===== src/vcps_pkg.sv =====
// Shared types and constants for the variable-coefficient Poisson stencil.
// Used by the controller, the datapath and the top level; depends on nothing.
`timescale 1ns / 1ps
package vcps_pkg;

  localparam int unsigned PotW  = 32;
  localparam int unsigned RhoW  = 24;
  localparam int unsigned EntW  = 56;
  localparam int unsigned OpW   = 48;
  localparam int unsigned InvW  = 32;
  localparam int unsigned CoefW = 34;   // face coefficient, up to 2^33
  localparam int unsigned AccW  = 64;

  localparam logic [2:0] CfgSizeX = 3'd0;
  localparam logic [2:0] CfgSizeY = 3'd1;
  localparam logic [2:0] CfgSizeZ = 3'd2;
  localparam logic [2:0] CfgInvDx = 3'd3;
  localparam logic [2:0] CfgInvDy = 3'd4;
  localparam logic [2:0] CfgInvDz = 3'd5;

  // Neighbour fetch slots, in the order the controller reads them.
  typedef enum logic [2:0] {
    SLOT_C  = 3'd0,
    SLOT_XM = 3'd1,
    SLOT_XP = 3'd2,
    SLOT_YM = 3'd3,
    SLOT_YP = 3'd4,
    SLOT_ZM = 3'd5
  } slot_e;

  // Commands from the controller into the datapath.
  typedef struct packed {
    logic       rd_en;     // issue a history read for slot
    slot_e      rd_slot;
    logic       lat_en;    // latch the read data of the previous read
    slot_e      lat_slot;
    logic       wr_en;     // write the current item into history
    logic       calc_go;   // start the arithmetic sequence
  } cmd_t;

  typedef struct packed {
    logic calc_busy;
    logic calc_done;
  } sts_t;

endpackage


===== src/vcps_ctrl.sv =====
// Controller: raster position counters, history addressing and fetch sequencing.
// Drives the datapath through vcps_pkg::cmd_t; uses vcps_pkg.
`timescale 1ns / 1ps
module vcps_ctrl #(
  parameter int unsigned XW    = 6,
  parameter int unsigned YW    = 6,
  parameter int unsigned AddrW = 13,
  parameter int unsigned MaxX  = 64,
  parameter int unsigned MaxY  = 64
) (
  input  logic             clk_i,
  input  logic             rst_ni,
  input  logic             in_valid_i,
  output logic             in_ready_o,
  output logic             out_valid_o,
  input  logic             out_ready_i,
  input  logic [6:0]       size_x_i,
  input  logic [6:0]       size_y_i,
  input  logic [15:0]      size_z_i,
  output vcps_pkg::cmd_t   cmd_o,
  input  vcps_pkg::sts_t   sts_i,
  output logic [AddrW-1:0] rd_addr_o,
  output logic [AddrW-1:0] wr_addr_o,
  output logic [5:0]       cell_x_o,
  output logic [5:0]       cell_y_o,
  output logic [15:0]      cell_z_o,
  output logic             last_o
);
  typedef enum logic [3:0] {
    S_IDLE  = 4'b0001,
    S_FETCH = 4'b0010,
    S_CALC  = 4'b0100,
    S_OUT   = 4'b1000
  } st_e;

  st_e         st_q, st_d;
  logic [XW-1:0] px_q, px_d;
  logic [YW-1:0] py_q, py_d;
  logic [15:0] pz_q, pz_d;
  logic [2:0]  fc_q, fc_d;   // fetch slot counter, runs one past the last
  logic        last_q;
  logic [5:0]  ox_q, oy_q;
  logic [15:0] oz_q;

  logic [XW:0] sx;
  logic [YW:0] sy;
  logic [15:0] sz;
  always_comb begin
    sx = (size_x_i < 7'd3) ? (XW+1)'(3) :
         (32'(size_x_i) > MaxX) ? (XW+1)'(MaxX) : (XW+1)'(size_x_i);
    sy = (size_y_i < 7'd3) ? (YW+1)'(3) :
         (32'(size_y_i) > MaxY) ? (YW+1)'(MaxY) : (YW+1)'(size_y_i);
    sz = (size_z_i < 16'd3) ? 16'd3 : size_z_i;
  end

  logic accept, emit, fin_last;
  assign in_ready_o = (st_q == S_IDLE);
  assign accept     = in_valid_i && in_ready_o;
  assign emit = (px_q >= XW'(1)) && ((XW+1)'(px_q) + 2 <= sx) &&
                (py_q >= YW'(1)) && ((YW+1)'(py_q) + 2 <= sy) &&
                (pz_q >= 16'd2) && (17'(pz_q) + 17'd1 <= 17'(sz));
  assign fin_last = ((XW+1)'(px_q) + 2 == sx) && ((YW+1)'(py_q) + 2 == sy) &&
                    (17'(pz_q) + 17'd1 == 17'(sz));

  // Address of (plane, x, y) in the two-plane history.
  function automatic logic [AddrW-1:0] haddr(input logic pl, input logic [XW-1:0] x,
                                             input logic [YW-1:0] y);
    haddr = {pl, y, x};
  endfunction

  always_comb begin
    unique case (fc_q)
      3'd0:    rd_addr_o = haddr(~pz_q[0], px_q, py_q);
      3'd1:    rd_addr_o = haddr(~pz_q[0], px_q - XW'(1), py_q);
      3'd2:    rd_addr_o = haddr(~pz_q[0], px_q + XW'(1), py_q);
      3'd3:    rd_addr_o = haddr(~pz_q[0], px_q, py_q - YW'(1));
      3'd4:    rd_addr_o = haddr(~pz_q[0], px_q, py_q + YW'(1));
      default: rd_addr_o = haddr(pz_q[0], px_q, py_q);
    endcase
  end
  assign wr_addr_o = haddr(pz_q[0], px_q, py_q);

  always_comb begin
    st_d = st_q;
    fc_d = fc_q;
    px_d = px_q;
    py_d = py_q;
    pz_d = pz_q;
    cmd_o = '0;
    cmd_o.rd_slot  = vcps_pkg::slot_e'(fc_q);
    cmd_o.lat_slot = vcps_pkg::slot_e'(fc_q - 3'd1);
    unique case (st_q)
      S_IDLE: if (in_valid_i) begin
        if (emit) begin
          st_d = S_FETCH;
          fc_d = 3'd0;
        end else begin
          cmd_o.wr_en = 1'b1;
          if ((XW+1)'(px_q) + 1 >= sx) begin
            px_d = '0;
            if ((YW+1)'(py_q) + 1 >= sy) begin
              py_d = '0;
              pz_d = (17'(pz_q) + 17'd1 >= 17'(sz)) ? 16'd0 : pz_q + 16'd1;
            end else py_d = py_q + YW'(1);
          end else px_d = px_q + XW'(1);
        end
      end
      S_FETCH: begin
        cmd_o.rd_en  = (fc_q <= 3'd5);
        cmd_o.lat_en = (fc_q != 3'd0);
        fc_d = fc_q + 3'd1;
        if (fc_q == 3'd6) begin
          // Read of the plane below is done; the item can now be overwritten.
          st_d = S_CALC;
          cmd_o.calc_go = 1'b1;
        end
      end
      S_CALC: if (sts_i.calc_done) st_d = S_OUT;
      S_OUT: if (out_ready_i) begin
        st_d = S_IDLE;
      end
      default: st_d = S_IDLE;
    endcase
  end

  // The input transaction of an emitting cell completes at the end of S_FETCH.
  logic take_emit;
  assign take_emit = (st_q == S_FETCH) && (fc_q == 3'd6);

  always_ff @(posedge clk_i or negedge rst_ni) begin
    if (!rst_ni) begin
      st_q <= S_IDLE;
      fc_q <= '0;
      px_q <= '0;
      py_q <= '0;
      pz_q <= '0;
    end else begin
      st_q <= st_d;
      fc_q <= fc_d;
      if (take_emit) begin
        if ((XW+1)'(px_q) + 1 >= sx) begin
          px_q <= '0;
          if ((YW+1)'(py_q) + 1 >= sy) begin
            py_q <= '0;
            pz_q <= (17'(pz_q) + 17'd1 >= 17'(sz)) ? 16'd0 : pz_q + 16'd1;
          end else py_q <= py_q + YW'(1);
        end else px_q <= px_q + XW'(1);
      end else if (accept && !emit) begin
        px_q <= px_d;
        py_q <= py_d;
        pz_q <= pz_d;
      end
    end
  end

  always_ff @(posedge clk_i) begin
    if (take_emit) begin
      ox_q   <= 6'(px_q);
      oy_q   <= 6'(py_q);
      oz_q   <= pz_q - 16'd1;
      last_q <= fin_last;
    end
  end

  assign out_valid_o = (st_q == S_OUT);
  assign cell_x_o = ox_q;
  assign cell_y_o = oy_q;
  assign cell_z_o = oz_q;
  assign last_o   = last_q;
endmodule


===== config.mk =====
export PLATFORM = sky130hd
export DESIGN_NAME = vcps_ctrl
export DESIGN_NICKNAME = d
export VERILOG_FILES = /design/src/vcps_pkg.sv /design/src/vcps_ctrl.sv
export SDC_FILE = /design/constraint.sdc
export NUM_CORES = 1
export LEC_CHECK = 0
export BUFFER_PORTS_ARGS = -buffer_cell sky130_fd_sc_hd__buf_2
export CAP_MARGIN = 10
export CORE_UTILIZATION = 50
export CTS_CLUSTER_SIZE = 8
export DETAILED_ROUTE_END_ITERATION = 10
export GPL_TIMING_DRIVEN = 0
export HOLD_SLACK_MARGIN = 0.03
export MAX_ROUTING_LAYER = met4
export PLACE_DENSITY = 0.78
export SYNTH_ARGS = -nofsm -noshare
export SYNTH_HDL_FRONTEND = slang
export SYNTH_SLANG_ARGS = --single-unit

===== constraint.sdc =====
create_clock -name clk_i -period 4.1 [get_ports clk_i]
set_input_delay 0.41 -clock clk_i [delete_from_list [all_inputs] [get_ports clk_i]]
set_output_delay 0.41 -clock clk_i [all_outputs]
set_load 0.01 [all_outputs]

======== Yosys cells after proc, flatten, opt, wreduce, memory -nomap -nowiden ========
Index checks and enable logic that the tools add are counted.
operators by class
  $add $sub $neg .......................... 13
  $lt $le $gt $ge ......................... 15
  equality and inequality tests ........... 18
  multiplexer cells ....................... 43
  bitwise gates (word level) .............. 1
  reduce and logical (&&, ||, !) cells .... 20
operators with widths
  cell                   number
  $mux 16                9
  $mux 6                 13
  $pmux 13 s5            1
  $le 32x7->1            2
  $mux 7                 4
  $mux 4                 5
  $add 16x1->17 const B  1
  $eq 17x16->1           1
  $ge 17x16->1           1
  $le 17x16->1           1
  $add 16x1->16 const B  1
  $ge 16x2->1 const B    1
  $lt 16x2->1 const B    1
  $pmux 4 s4             1
  $sub 16x1->16 const B  1
  $add 6x1->7 const B    2
  $add 6x2->7 const B    2
  $eq 7x7->1             2
  $ge 7x7->1             2
  $gt 7x7->1 const B     2
  $lt 7x2->1 const B     2
  $add 6x1->6 const B    2
  $ge 6x1->1 const B     2
  $sub 6x1->6 const B    2
  24 further kinds       49
word-level totals
  flip-flop bits (word level) ............. 64
  input bits .............................. 36
  output and inout port bits .............. 67
  word-level logic and storage cells ...... 119

======== Logic depth before layout (Yosys ltp) ========
Gate-level depths: netlist (run 1).
  depth after elaboration ................. 14
  gate-level depth with buffers ........... 15
  depth with buffers taken out ............ 14

======== Least setup slack after synthesis (run 1) ========
No wires, ideal clock.
  path kind ............................... register -> register
  from .................................... register pz_q[8]
  to ...................................... register px_q[3]
  library setup time ...................... 125 ps
  arrival time ............................ 3246 ps
  required time ........................... 3975 ps
  slack ................................... 729 ps
  stages on the path, launching flop included .. 14
  path buffers ............................ 2
  period minus slack after synthesis ...... 3371 ps
  path through ............................ dfrtp_1 clkbuf_1 and4_1 and3_1 nand3_1 xnor2_1 ha_1 a21o_1 a211o_1 a211o_1 a211o_4 buf_12 nand2_4 mux2_4
on the way
  word-level cells in the longest chain between the ends .. 7
  elaborated cells on any way between the ends .. 10
  classes of those cells .................. 1 x add/sub; 2 x order compare; 1 x eq/ne; 6 x reduce/logical
ends and longest elaborated chain
  element                                                   RTL line                          text
  start, declared                                           vcps_ctrl.sv:39                   logic [15:0] pz_q, pz_d;
  start signal, assigned                                    vcps_ctrl.sv:145                  pz_q <= (17'(pz_q) + 17'd1 >= 17'(sz)) ? 16'd0 : pz_q + 16'd1;
  start signal, assigned                                    vcps_ctrl.sv:151                  pz_q <= pz_d;
  $add 16x1->17 / $ge 16x2->1 (equally long branches)       vcps_ctrl.sv:61                   (pz_q >= 16'd2) && (17'(pz_q) + 17'd1 <= 17'(sz));
  $le 17x16->1 / $logic_and 1x1->1 (equally long branches)  vcps_ctrl.sv:61, vcps_ctrl.sv:60
  $logic_and 1x1->1 *                                       vcps_ctrl.sv:61
  $logic_not 1->1                                           vcps_ctrl.sv:148                  end else if (accept && !emit) begin
  $logic_and 1x1->1                                         vcps_ctrl.sv:148
  $reduce_bool 2->1 (no line)                               n/a
  $reduce_and 4->1 (no line) *                              n/a
  end signal, assigned                                      vcps_ctrl.sv:147                  end else px_q <= px_q + XW'(1);
  end signal, assigned                                      vcps_ctrl.sv:149                  px_q <= px_d;
  end, declared                                             vcps_ctrl.sv:37                   logic [XW-1:0] px_q, px_d;
Every way passes the cells marked *; elsewhere a longest branch is shown, timed or not.
A chain may end at the register's enable or synchronous reset.

==> summary.md, run 1 <==
| Metric | Value |
|---|---|
| Detailed-route wire length | `between 10000 and 15000 um` |
| Layout overhead on the synthesized area | `17.7%` |
| Critical path required time | `3.69 ns` |
| Data arrival, critical path | `3.51 ns` |
| # fillers | `914` |
| Share of flip-flops with an asynchronous set or reset | `a little over half` |
| Number of antenna cells inserted | `0` |
| Final weighted congestion of routability-driven global placement | `0.918` |
| Number of design-rule violations left by the first detailed-router iteration | `199` |
| Yosys cell types | `73` |
| Detailed Routing Iterations Pass 1 | `8` |
| Slew Limit Headroom | `between 40% and 50%` |
| Buffering stage count on the worst path with inverters included | `2` |
| Crit-path slowest cell | `dfrtp_1` |
| Cell area after placement | `5940 sq um` |
| Buffer depth of the longest clock path | `2` |
| Inst Count DP | `797` |
| Static leakage | `2.96 nW` |
| Core ar. | `10300 sq um` |
| Std-Cell Rows | `37` |
| Sequential fraction of the synthesis area | `33.2%` |
| Most frequent CP cell | `a211o_1` |
| Maximum frequency from static timing analysis | `255 MHz` |
| Result of the run | `finished, final reports clean` |
| Post-route setup TNS | `0 ns` |
| Final non-filler cell area | `6190 sq um` |
| Vias in the first global route | `between 4000 and 5000` |
| Count of final hold-check violations | `0` |
| Number of antenna violations at the first check in global routing | `0` |
| Sequence of cells on the critical path | `clkbuf_1, and4_1, and3_1, nand3_1, xnor2_1, ha_1, a21o_1, a211o_1, a211o_1, a21oi_4, nor2_1, buf_2` |
| Number of enable flip-flop cells after synthesis | `29` |
| I/O pin cnt | `103` |
| Average cell area after synthesis | `9.39 sq um` |
| Final ANT Viol Nets | `0` |
| Fraction of the cycle the final worst path needs | `95.7%` |
| CTS tree | `yes` |
| Remaining global-route overflow | `0` |
| Number of input and output port buffers inserted | `between 100 and 150` |
| Register clock-pin slew on the reported worst setup and hold paths | `0.08 ns` |
| Total number of H-tree levels | `3` |
| Final cell count without fillers | `approximately 820` |
| Top FF cell, synth | `dfrtp_1` |
| Synthesized flop and latch total | `64` |
| Total number of vias | `4667` |
| Max Transition Viols Final | `0` |
| Hold buffer count at CTS | `0` |
| Synthesized Nets | `661` |
| FF+latch area | `1750 sq um` |
| Number of warnings issued by yosys | `0` |
| Pin count of the biggest net entering global routing | `36` |
| Die Footprint | `10900 sq um` |
| Number of standard cells after synthesis | `560` |
| Crit-path max FO | `10` |
| Clk Latency, worst-skew pair | `0.35 ns` |
| Starting density of the core | `between 50% and 60%` |
| Critical path start-end classification | `reg2out` |
| Slew @ Worst Pin | `0.820 ns` |
| Post-Route Skew | `0.0101 ns` |
| Mapped Area | `between 5000 and 6000 sq um` |
| Final number of setup-violating endpoints | `0` |
| Number of max-cap violations | `0` |
| DRC viols | `0` |
| # nets final | `777` |
| Die Span Y | `105 um` |
| Share of final-layout standard cells stronger than drive strength 1 | `24.7%` |
| Vias per cell | `5.71` |
| Global-route usage over all layers | `25.1%` |
| Setup repair after global routing missed its margin | `false` |
| Total area of multi-input combinational cells | `3190 sq um` |
| Nature of the critical path startpoint | `flop` |
| Path type of the worst min-delay path | `in2async` |
| Number of CTS-inserted buffers | `9` |
| CP top delay family | `compound AO/OA/AOI/OAI gates` |
| Shortest clock period the worst path allows after layout | `between 3 and 4 ns` |
| # clock sinks | `64` |
| Power per unit of standard cell area | `582 nW/um^2` |
| Width of the die | `105 um` |
| Root buffer selected by CTS | `clkbuf_8` |
| Crit. End Element | `output pin` |
| Delay contributed by the slowest stage of the critical path | `0.43 ns` |
| WL per Instance | `15.9 um` |
| Worst IR Drop VDD | `roughly 0.43 mV` |
| Global-route wire length before repair | `21100 um` |
| Sum of net half-perimeters after detailed placement | `9970 um` |
[power breakdown]
part / leakage [nW] / switching, mW / internal, mW / total (mW)
Clock: 0.0854 / 0.264 / 0.218 / 0.482
Sequential: 0.708 / 0.140 / 0.782 / 0.922
Combinational: 2.17 / 1.30 / 0.899 / 2.20
Total: 2.96 / 1.70 / 1.90 / 3.60
[placed cells by master (no fill, tap or decap), drive strengths merged, types with 5 or more instances in the layout]
| master | Yosys | layout |
|---|---|---|
| buf | 18 | 123 |
| edfxtp | 29 | 29 |
| o21ai | 21 | 21 |
| xor2 | 21 | 21 |
| a22o | 12 | 12 |
| nor4 | 12 | 12 |
| clkbuf | 15 | 24 |
| nand2 | 53 | 53 |
| a21oi | 24 | 24 |
| nor2b | 10 | 10 |
| a221o | 5 | 5 |
| a31oi | 5 | 5 |
| mux2 | 5 | 5 |
| nor3 | 18 | 18 |
| xnor2 | 27 | 27 |
| ha | 65 | 65 |
| dfrtp | 34 | 34 |
| nor2 | 36 | 36 |
| nand3 | 25 | 25 |
| inv | 41 | 42 |
| nand4 | 16 | 16 |
| o2bb2ai | 5 | 5 |
[state kept, by name, summed over array words and instances (netlist names)]
name      cells
px_q          6
st_q          4
last_o        1
cell_z_o     16
cell_x_o      6
fc_q          3
py_q          6
cell_y_o      6
pz_q         16
[path summary, 6_finish.rpt]
path / from / end / slack, ns / cells after the start
setup reg to reg: pz_q[8] / pz_q[4] / 0.27 / 12
setup / recovery: pz_q[8] / cmd_o[1] / 0.18 / 12
max in group asynchronous: rst_ni / pz_q[0] / 3.38 / 1
hold / removal: rst_ni / pz_q[8] / 0.15 / 1
hold reg to reg: px_q[5] / cell_x_o[5] / 0.49 / 0
min in group clk_i: sts_i[0] / st_q[2] / 0.36 / 4
[layout make-up]
cell class	count	area share [%]
plain buffers	33	3.21
clock buffers	9	2.00
clock inverters	7	0.768
inverters	41	2.48
multi-input cells	422	51.6
flip-flops and latches	64	28.3
well taps	136	2.75
repair buffers	105	8.97
[synthesized netlist by cell type (2+ instances only)]
cell type | count | area, sq um
xor2_1 | 21 | 184
mux2_2 | 2 | 22.5
mux2_4 | 3 | 45.0
a22oi_1 | 3 | 22.5
and4_1 | 2 | 17.5
o211ai_1 | 3 | 22.5
nor3_1 | 17 | 85.1
a22o_1 | 12 | 105
o2bb2ai_1 | 5 | 43.8
buf_2 | 7 | 35.0
nor4_1 | 10 | 62.6
a21oi_1 | 24 | 120
buf_6 | 3 | 33.8
a222oi_1 | 3 | 30.0
a221oi_1 | 2 | 17.5
nor2_1 | 35 | 131
a211o_1 | 2 | 17.5
a41oi_1 | 2 | 17.5
edfxtp_1 | 29 | 871
ha_1 | 65 | 813
nor2b_1 | 10 | 62.6
buf_4 | 7 | 52.6
clkbuf_1 | 14 | 52.6
a211oi_1 | 3 | 22.5
a221o_1 | 5 | 50.1
nor4_4 | 2 | 42.5
nand3b_1 | 3 | 22.5
a21o_1 | 2 | 15.0
nand2_1 | 51 | 191
xnor2_1 | 27 | 236
dfrtp_1 | 34 | 851
inv_1 | 41 | 154
and2_1 | 4 | 25.0
o21bai_1 | 4 | 30.0
nand3_4 | 2 | 35.0
nand3_1 | 23 | 115
a31oi_1 | 5 | 31.3
nand4_1 | 15 | 93.8
and3_1 | 2 | 12.5
o21ai_1 | 6 | 30.0
nor3b_1 | 3 | 22.5
o21ai_0 | 15 | 75.1
nor4b_2 | 2 | 30.0
[per-layer routing]
| layer | part of all wire, % | global-route usage (%) | wire [um] |
|---|---|---|---|
| met5 | 0 | - | 0 |
| met4 | 2.3 | 10.6 | 295 |
| met3 | 6.1 | 3.56 | 785 |
| met2 | 50 | 42.2 | 6470 |
| met1 | 42 | 30.0 | 5400 |
[cell families (layout without fill, tap and decap cells)]
kind of cell,count (synthesis),count (layout),synth area share (%)
muxes,6,6,1.47
AOI/OAI and AO/OA,111,111,15.1
adders and majority gates,65,65,15.5
DFF,64,64,33.2
buffers and inverters,74,195,6.71
xor gates and xnor gates,48,48,7.99
and+or+nand+nor,192,192,20.1
[per-stage QoR]
stage          utilization [%]  total power, mW  setup WS (ns)  hold WS (ns)
2_1_floorplan                -             2.45          0.729         0.114
3_3_place_gp              57.8             2.99          0.117         0.474
3_5_place_dp              57.8             3.06         0.0275         0.474
4_1_cts                   59.5             3.56         0.0183         0.168
5_1_grt                   60.3             3.87         0.0199         0.208
6_report                  60.3             3.60          0.178         0.147
[what timing repair did]
item	in CTS	in global routing
pin swaps	0	1
resized for setup	3	5
setup endpoints to repair	2	14
buffers inserted	0	3
Power figures use the tool's default switching activity.
==> inputs of run 2 (changes only) <==
ABC_AREA = 1   (was default)
==> summary.md, run 2 <==
| Metric | Value |
|---|---|
| Die Footprint | `11200 sq um` |
| Critical path start-end classification | `reg2out` |
| Post-Route Skew | `around 0.014 ns` |
| Relative contribution of combinational cells to total power | `61.2%` |
| Clock network fraction of design power | `between 10 and 15%` |
| Die Span Y | `between 100 and 150 um` |
| Yosys cell types | `38` |
| I/O pin cnt | `103` |
| Crit. End Element | `output pin` |
| Global-route usage over all layers | `25.3%` |
| Sequential fraction of the synthesis area | `32.6%` |
| Buffer depth of the longest clock path | `2` |
| CTS tree | `yes` |
| Inst Count DP | `970` |
| Internal power summed over all cells | `~2.2 mW` |
| Path type of the worst min-delay path | `in2async` |
| Number of antenna cells inserted | `0` |
| Crit-path max FO | `7` |
| Detailed-route wire length | `13100 um` |
| Share of final-layout standard cells stronger than drive strength 1 | `17.3%` |
| Number of warnings issued by yosys | `0` |
| Maximum frequency from static timing analysis | `267 MHz` |
| Number of max-cap violations | `0` |
| Slew Limit Headroom | `approximately 45%` |
| Core ar. | `10400 sq um` |
| Top FF cell, synth | `dfrtp_1` |
| Share of flip-flops with an asynchronous set or reset | `between 50% and 60%` |
| Number of enable flip-flop cells after synthesis | `29` |
| WL per Instance | `roughly 13 um` |
| Width of the die | `roughly 110 um` |
| Number of antenna violations at the first check in global routing | `0` |
| Number of gates resized after CTS | `0` |
| Nature of the critical path startpoint | `flop` |
| Buffering stage count on the worst path with inverters included | `5` |
| Most frequent cells in the layout | `nand2_1, inv_1, buf_2` |
| Count of final hold-check violations | `0` |
| Register clock-pin slew on the reported worst setup and hold paths | `0.08 ns` |
| Result of the run | `finished, final reports clean` |
| NetSw | `2.18 mW` |
| Hold buffer count at CTS | `0` |
| # fillers | `977` |
| Total number of H-tree levels | `3` |
| Max Transition Viols Final | `0` |
| Sequential share of power | `between 20% and 30%` |
| Leading cell type by number of instances after synthesis | `nand2_1` |
| Vias in the first global route | `4624` |
| Number of CTS-inserted buffers | `9` |
| Fraction of the cycle the final worst path needs | `91.4%` |
| Delay contributed by the slowest stage of the critical path | `approximately 0.33 ns` |
| Post CTS Setup Buffer Count | `0` |
| Sequence of cells on the critical path | `buf_2, nand3_1, nor2_1, nand3_1, nor2_1, nand4_1, xor2_1, inv_1, ha_1, nand3_1, inv_1, nand4_1, nand2_1, nand2_2, nand2_4, inv_1, buf_2` |
| Total number of vias | `5066` |
| Final cell count without fillers | `roughly 990` |
| Std-Cell Rows | `37` |
| Sum of net half-perimeters after detailed placement | `9990 um` |
| Power per unit of standard cell area | `697 nW/um^2` |
| DRC viols | `0` |
| Number of input and output port buffers inserted | `101` |
| # nets final | `between 900 and 1000` |
| Leading post-synthesis cells by instance count | `nand2_1, inv_1, nor2_1` |
| Average cell area after synthesis | `approximately 7.3 sq um` |
| Dominant cells by area after synthesis | `edfxtp_1, dfrtp_1, ha_1` |
| Clk Latency, worst-skew pair | `0.36 ns` |
| Final ANT Viol Nets | `0` |
| Sw frac | `49.7%` |
| CP top delay family | `simple AND/OR/NAND/NOR gates` |
| Synthesized flop and latch total | `64` |
| Final number of setup-violating endpoints | `0` |
| # clock sinks | `64` |
| Post-route setup TNS | `0 ns` |
| Number of design-rule violations left by the first detailed-router iteration | `around 310` |
| Number of standard cells after synthesis | `733` |
| Pin count of the biggest net entering global routing | `36` |
| Remaining global-route overflow | `0` |
| Synthesized Nets | `834` |
| Starting density of the core | `51.7%` |
| Slew @ Worst Pin | `slightly above 0.8 ns` |
| Setup repair after global routing missed its margin | `false` |
| Shortest clock period the worst path allows after layout | `3.75 ns` |
| Cell taking the most area after synthesis | `edfxtp_1` |
| Crit-path slowest cell | `dfrtp_1` |
| Detailed Routing Iterations Pass 1 | `5` |
| Data arrival, critical path | `about 3.3 ns` |
| Vias per cell | `5.13` |
| Global-route wire length before repair | `21700 um` |
| Most common cell after layout, fill and taps aside | `nand2_1` |
| Worst IR Drop VDD | `0.515 mV` |
| Portion of synthesized cell area occupied by the leading cell type | `16.2%` |
| Final weighted congestion of routability-driven global placement | `just over 0.9` |
| Fin Hold WS | `0.141 ns` |
| Layout overhead on the synthesized area | `17.3%` |
| Critical path required time | `3.69 ns` |
| Mapped Area | `roughly 5400 sq um` |
| Root buffer selected by CTS | `clkbuf_8` |
| Static leakage | `roughly 3.6 nW` |
==> run 2: cell types whose count changed after synthesis, moves of 7 or more <==
cell / previous run / this run
nand3_1: 23 / 48
xor2_1: 21 / 32
nor4_1: 10 / 3
nand2_1: 51 / 186
inv_1: 41 / 113
xnor2_1: 27 / 1
clkbuf_1: 14 / 4
nor2_1: 35 / 88
a22o_1: 12 / 0
o221ai_1: 1 / 10
nor2b_1: 10 / 0
==> run 2: layout make-up <==
type	count	area, sq um	share of cell area [%]
flip-flops and latches	64	1750	27.8
clock inverters	5	60.1	0.954
repair buffers	102	533	8.47
plain buffers	18	104	1.65
multi-input cells	533	3070	48.8
clock buffers	11	163	2.59
inverters	118	443	7.04
well taps	136	170	2.70
==> run 2: routing by layer <==
metal	wire length (um)	vias up	track usage, %
met2	5970	177	39.8
met3	858	24	4.21
met5	0	-	-
met4	224	0	7.64
met1	6000	2276	33.6
li1	-	2589	-
==> run 2: logic make-up after synthesis <==
logic type	synth area share (%)
AOI/OAI and AO/OA	7.13
xor gates and xnor gates	5.39
adders and majority gates	15.2
buffers and inverters	10.2
DFF	32.6
and+or+nand+nor	29.6
==> run 2: power by group through the flow <==
stage	logic, mW	registers [mW]	clock network, mW
floorplan	1.85	1.08	0
detailed placement	2.63	1.09	0
CTS	2.66	1.08	0.626
global route	3.06	1.10	0.650
finish	2.68	1.08	0.621
global placement	2.58	1.09	0
==> run 2: worst paths after layout <==
check                          from  slack (ns)  cells after the start     endpoint
setup / recovery            pz_q[2]        0.35                     17     cmd_o[1]
min in group clk_i         sts_i[0]        0.30                      3      st_q[2]
max in group asynchronous    rst_ni        3.43                      1      px_q[2]
hold / removal               rst_ni        0.14                      1      st_q[3]
hold reg to reg             py_q[5]        0.51                      0  cell_y_o[5]
setup reg to reg            py_q[2]        0.67                     14      pz_q[7]
==> run 2: through the flow <==
step / util (%) / setup WS, ns / power, mW / cell area (sq um)
after detailed placement: 58.3 / 0.730 / 3.73 / 6040
after global placement: 58.3 / 0.753 / 3.67 / 6040
after CTS: 60.4 / 0.386 / 4.37 / 6260
final: 60.7 / 0.353 / 4.38 / 6290
after floorplan: - / 1.35 / 2.93 / 5370
after global routing: 60.7 / 0.114 / 4.81 / 6290
==> inputs of run 3 (changes only) <==
PLACE_DENSITY = 0.7   (was 0.78)
==> summary.md, run 3 (same netlist as run 2, synthesis figures left out) <==
| Metric | Value |
|---|---|
| DRC viols | `0` |
| Die Footprint | `11200 sq um` |
| Die Span Y | `106 um` |
| # fillers | `993` |
| I/O pin cnt | `roughly 100` |
| Core occupancy in the finished layout | `60.4%` |
| Number of design-rule violations left by the first detailed-router iteration | `230` |
| Starting density of the core | `51.7%` |
| Critical path start-end classification | `reg2out` |
| Global-route usage over all layers | `25.9%` |
| Critical path required time | `approximately 3.7 ns` |
| Maximum frequency from static timing analysis | `around 270 MHz` |
| Crit-path slowest cell | `dfrtp_1` |
| Total number of vias | `just over 5000` |
| Post-route setup TNS | `0 ns` |
| Result of the run | `finished, final reports clean` |
| Fin Hold WS | `around 0.16 ns` |
| Number of antenna cells inserted | `0` |
| Highest metal used | `met4` |
| Data arrival, critical path | `3.34 ns` |
| Root buffer selected by CTS | `clkbuf_8` |
| Worst IR Drop VDD | `0.468 mV` |
| Register clock-pin slew on the reported worst setup and hold paths | `around 0.08 ns` |
| Vias per cell | `5.16` |
| Number of CTS-inserted buffers | `9` |
| # nets final | `approximately 950` |
| CP top delay family | `simple AND/OR/NAND/NOR gates` |
| Std-Cell Rows | `37` |
| Vias in the first global route | `4759` |
| Pin count of the biggest net entering global routing | `36` |
| Width of the die | `106 um` |
| Final ANT Viol Nets | `0` |
| Crit. End Element | `output pin` |
| Total met2 wirelength after detailed routing | `6230 um` |
| M1 wire length | `6200 um` |
| Static leakage | `roughly 3.6 nW` |
| Buffer depth of the longest clock path | `2` |
| Clk Latency, worst-skew pair | `between 0.3 and 0.4 ns` |
| WL per Instance | `13.5 um` |
| Crit-path max FO | `7` |
| Fraction of the cycle the final worst path needs | `91.5%` |
| Buffering stage count on the worst path with inverters included | `4` |
| Core ar. | `10400 sq um` |
| Final weighted congestion of routability-driven global placement | `0.889` |
| Share of final-layout standard cells stronger than drive strength 1 | `17.3%` |
| Nature of the critical path startpoint | `flop` |
| Shortest clock period the worst path allows after layout | `3.75 ns` |
| Number of max-cap violations | `0` |
| CTS tree | `yes` |
| Power per unit of standard cell area | `686 nW/um^2` |
| Final non-filler cell area | `between 6000 and 7000 sq um` |
| Delay contributed by the slowest stage of the critical path | `0.47 ns` |
| Layout overhead on the synthesized area | `16.8%` |
| Most frequent cells in the layout | `nand2_1, inv_1, buf_2` |
| Number of antenna violations at the first check in global routing | `0` |
| Setup repair after global routing missed its margin | `false` |
| Count of final hold-check violations | `0` |
| Max Transition Viols Final | `0` |
| Slew @ Worst Pin | `around 0.84 ns` |
| Slew Limit Headroom | `43.9%` |
| Total number of H-tree levels | `3` |
| Cell area after placement | `roughly 6000 sq um` |
| # clock sinks | `between 60 and 70` |
| Final number of setup-violating endpoints | `0` |
| Post-Route Skew | `between 0.015 and 0.02 ns` |
| Path type of the worst min-delay path | `in2async` |
| Detailed-route wire length | `13300 um` |
| Sum of net half-perimeters after detailed placement | `10600 um` |
| Global-route wire length before repair | `22300 um` |
| Sequence of cells on the critical path | `ha_1, nand2_1, nor2_2, nand2_1, nor2_1, nand4_1, xor2_1, inv_1, ha_1, nand3_1, inv_1, nand4_1, nand2_1, nand2_2, nand2_4, inv_1, buf_2` |
| Remaining global-route overflow | `0` |
| Detailed Routing Iterations Pass 1 | `5` |
| Post CTS Setup Buffer Count | `0` |
| Detailed-routed wire length on met3 | `743 um` |
| Number of input and output port buffers inserted | `about 100` |
| Most common cell after layout, fill and taps aside | `nand2_1` |
## run 3: through the flow
stage | setup WS, ns | std cells | total power, mW
2_1_floorplan | 1.35 | 733 | 2.93
3_3_place_gp | 0.741 | 970 | 3.68
3_5_place_dp | 0.633 | 970 | 3.75
4_1_cts | 0.339 | 986 | 4.31
5_1_grt | 0.0160 | 987 | 4.73
6_report | 0.350 | 987 | 4.30
## run 3: final cells by class
type                       instances  area (sq um)  area share [%]
multi-input combinational        533          3070            49.0
sequential                        64          1750            27.9
timing repair buffer             102           533            8.50
inverter                         118           443            7.07
tap                              136           170            2.71
clock buffer                      10           128            2.04
buffer                            18           104            1.66
clock inverter                     6          68.8            1.10
## run 3: report_power, final
group	internal, mW	switching, mW	leakage [nW]
Sequential	0.897	0.186	0.728
Combinational	0.973	1.70	2.73
Clock	0.284	0.260	0.0968
Total	2.15	2.15	3.56
## run 3: layer usage
metal | vias up | GRT usage, %
met5 | - | -
met2 | 151 | 42.4
met4 | 0 | 4.96
met3 | 12 | 4.82
li1 | 2594 | -
met1 | 2335 | 33.9
## run 3: repair_timing
item | 4_1_cts | 5_1_grt
gates resized for setup | 0 | 1
endpoints found under the setup margin | 0 | 1
hold buffers | 0 | 0
## run 3: worst paths after layout
path	startpoint	slack, ns	end	depth (start not counted)
worst max-delay path	pz_q[0]	0.35	cmd_o[1]	17
worst min-delay path	rst_ni	0.16	px_q[2]	1
worst max register to register	py_q[0]	0.61	pz_q[8]	13
worst min register to register	py_q[5]	0.49	cell_y_o[5]	0
max in group asynchronous	rst_ni	3.40	py_q[3]	1
min in group clk_i	sts_i[0]	0.32	st_q[2]	3
## run 3: worst reg2reg max path, delay by kind of cell, from the launching register on
kind / cells / cell delay [ns]
flip-flops: 1 / 0.54
AO/OA/AOI/OAI: 1 / 0.35
AND/OR/NAND/NOR: 6 / 0.80
buffers and inverters: 3 / 0.74
XOR/XNOR: 1 / 0.37
adder cells (fa/ha/maj): 2 / 0.65
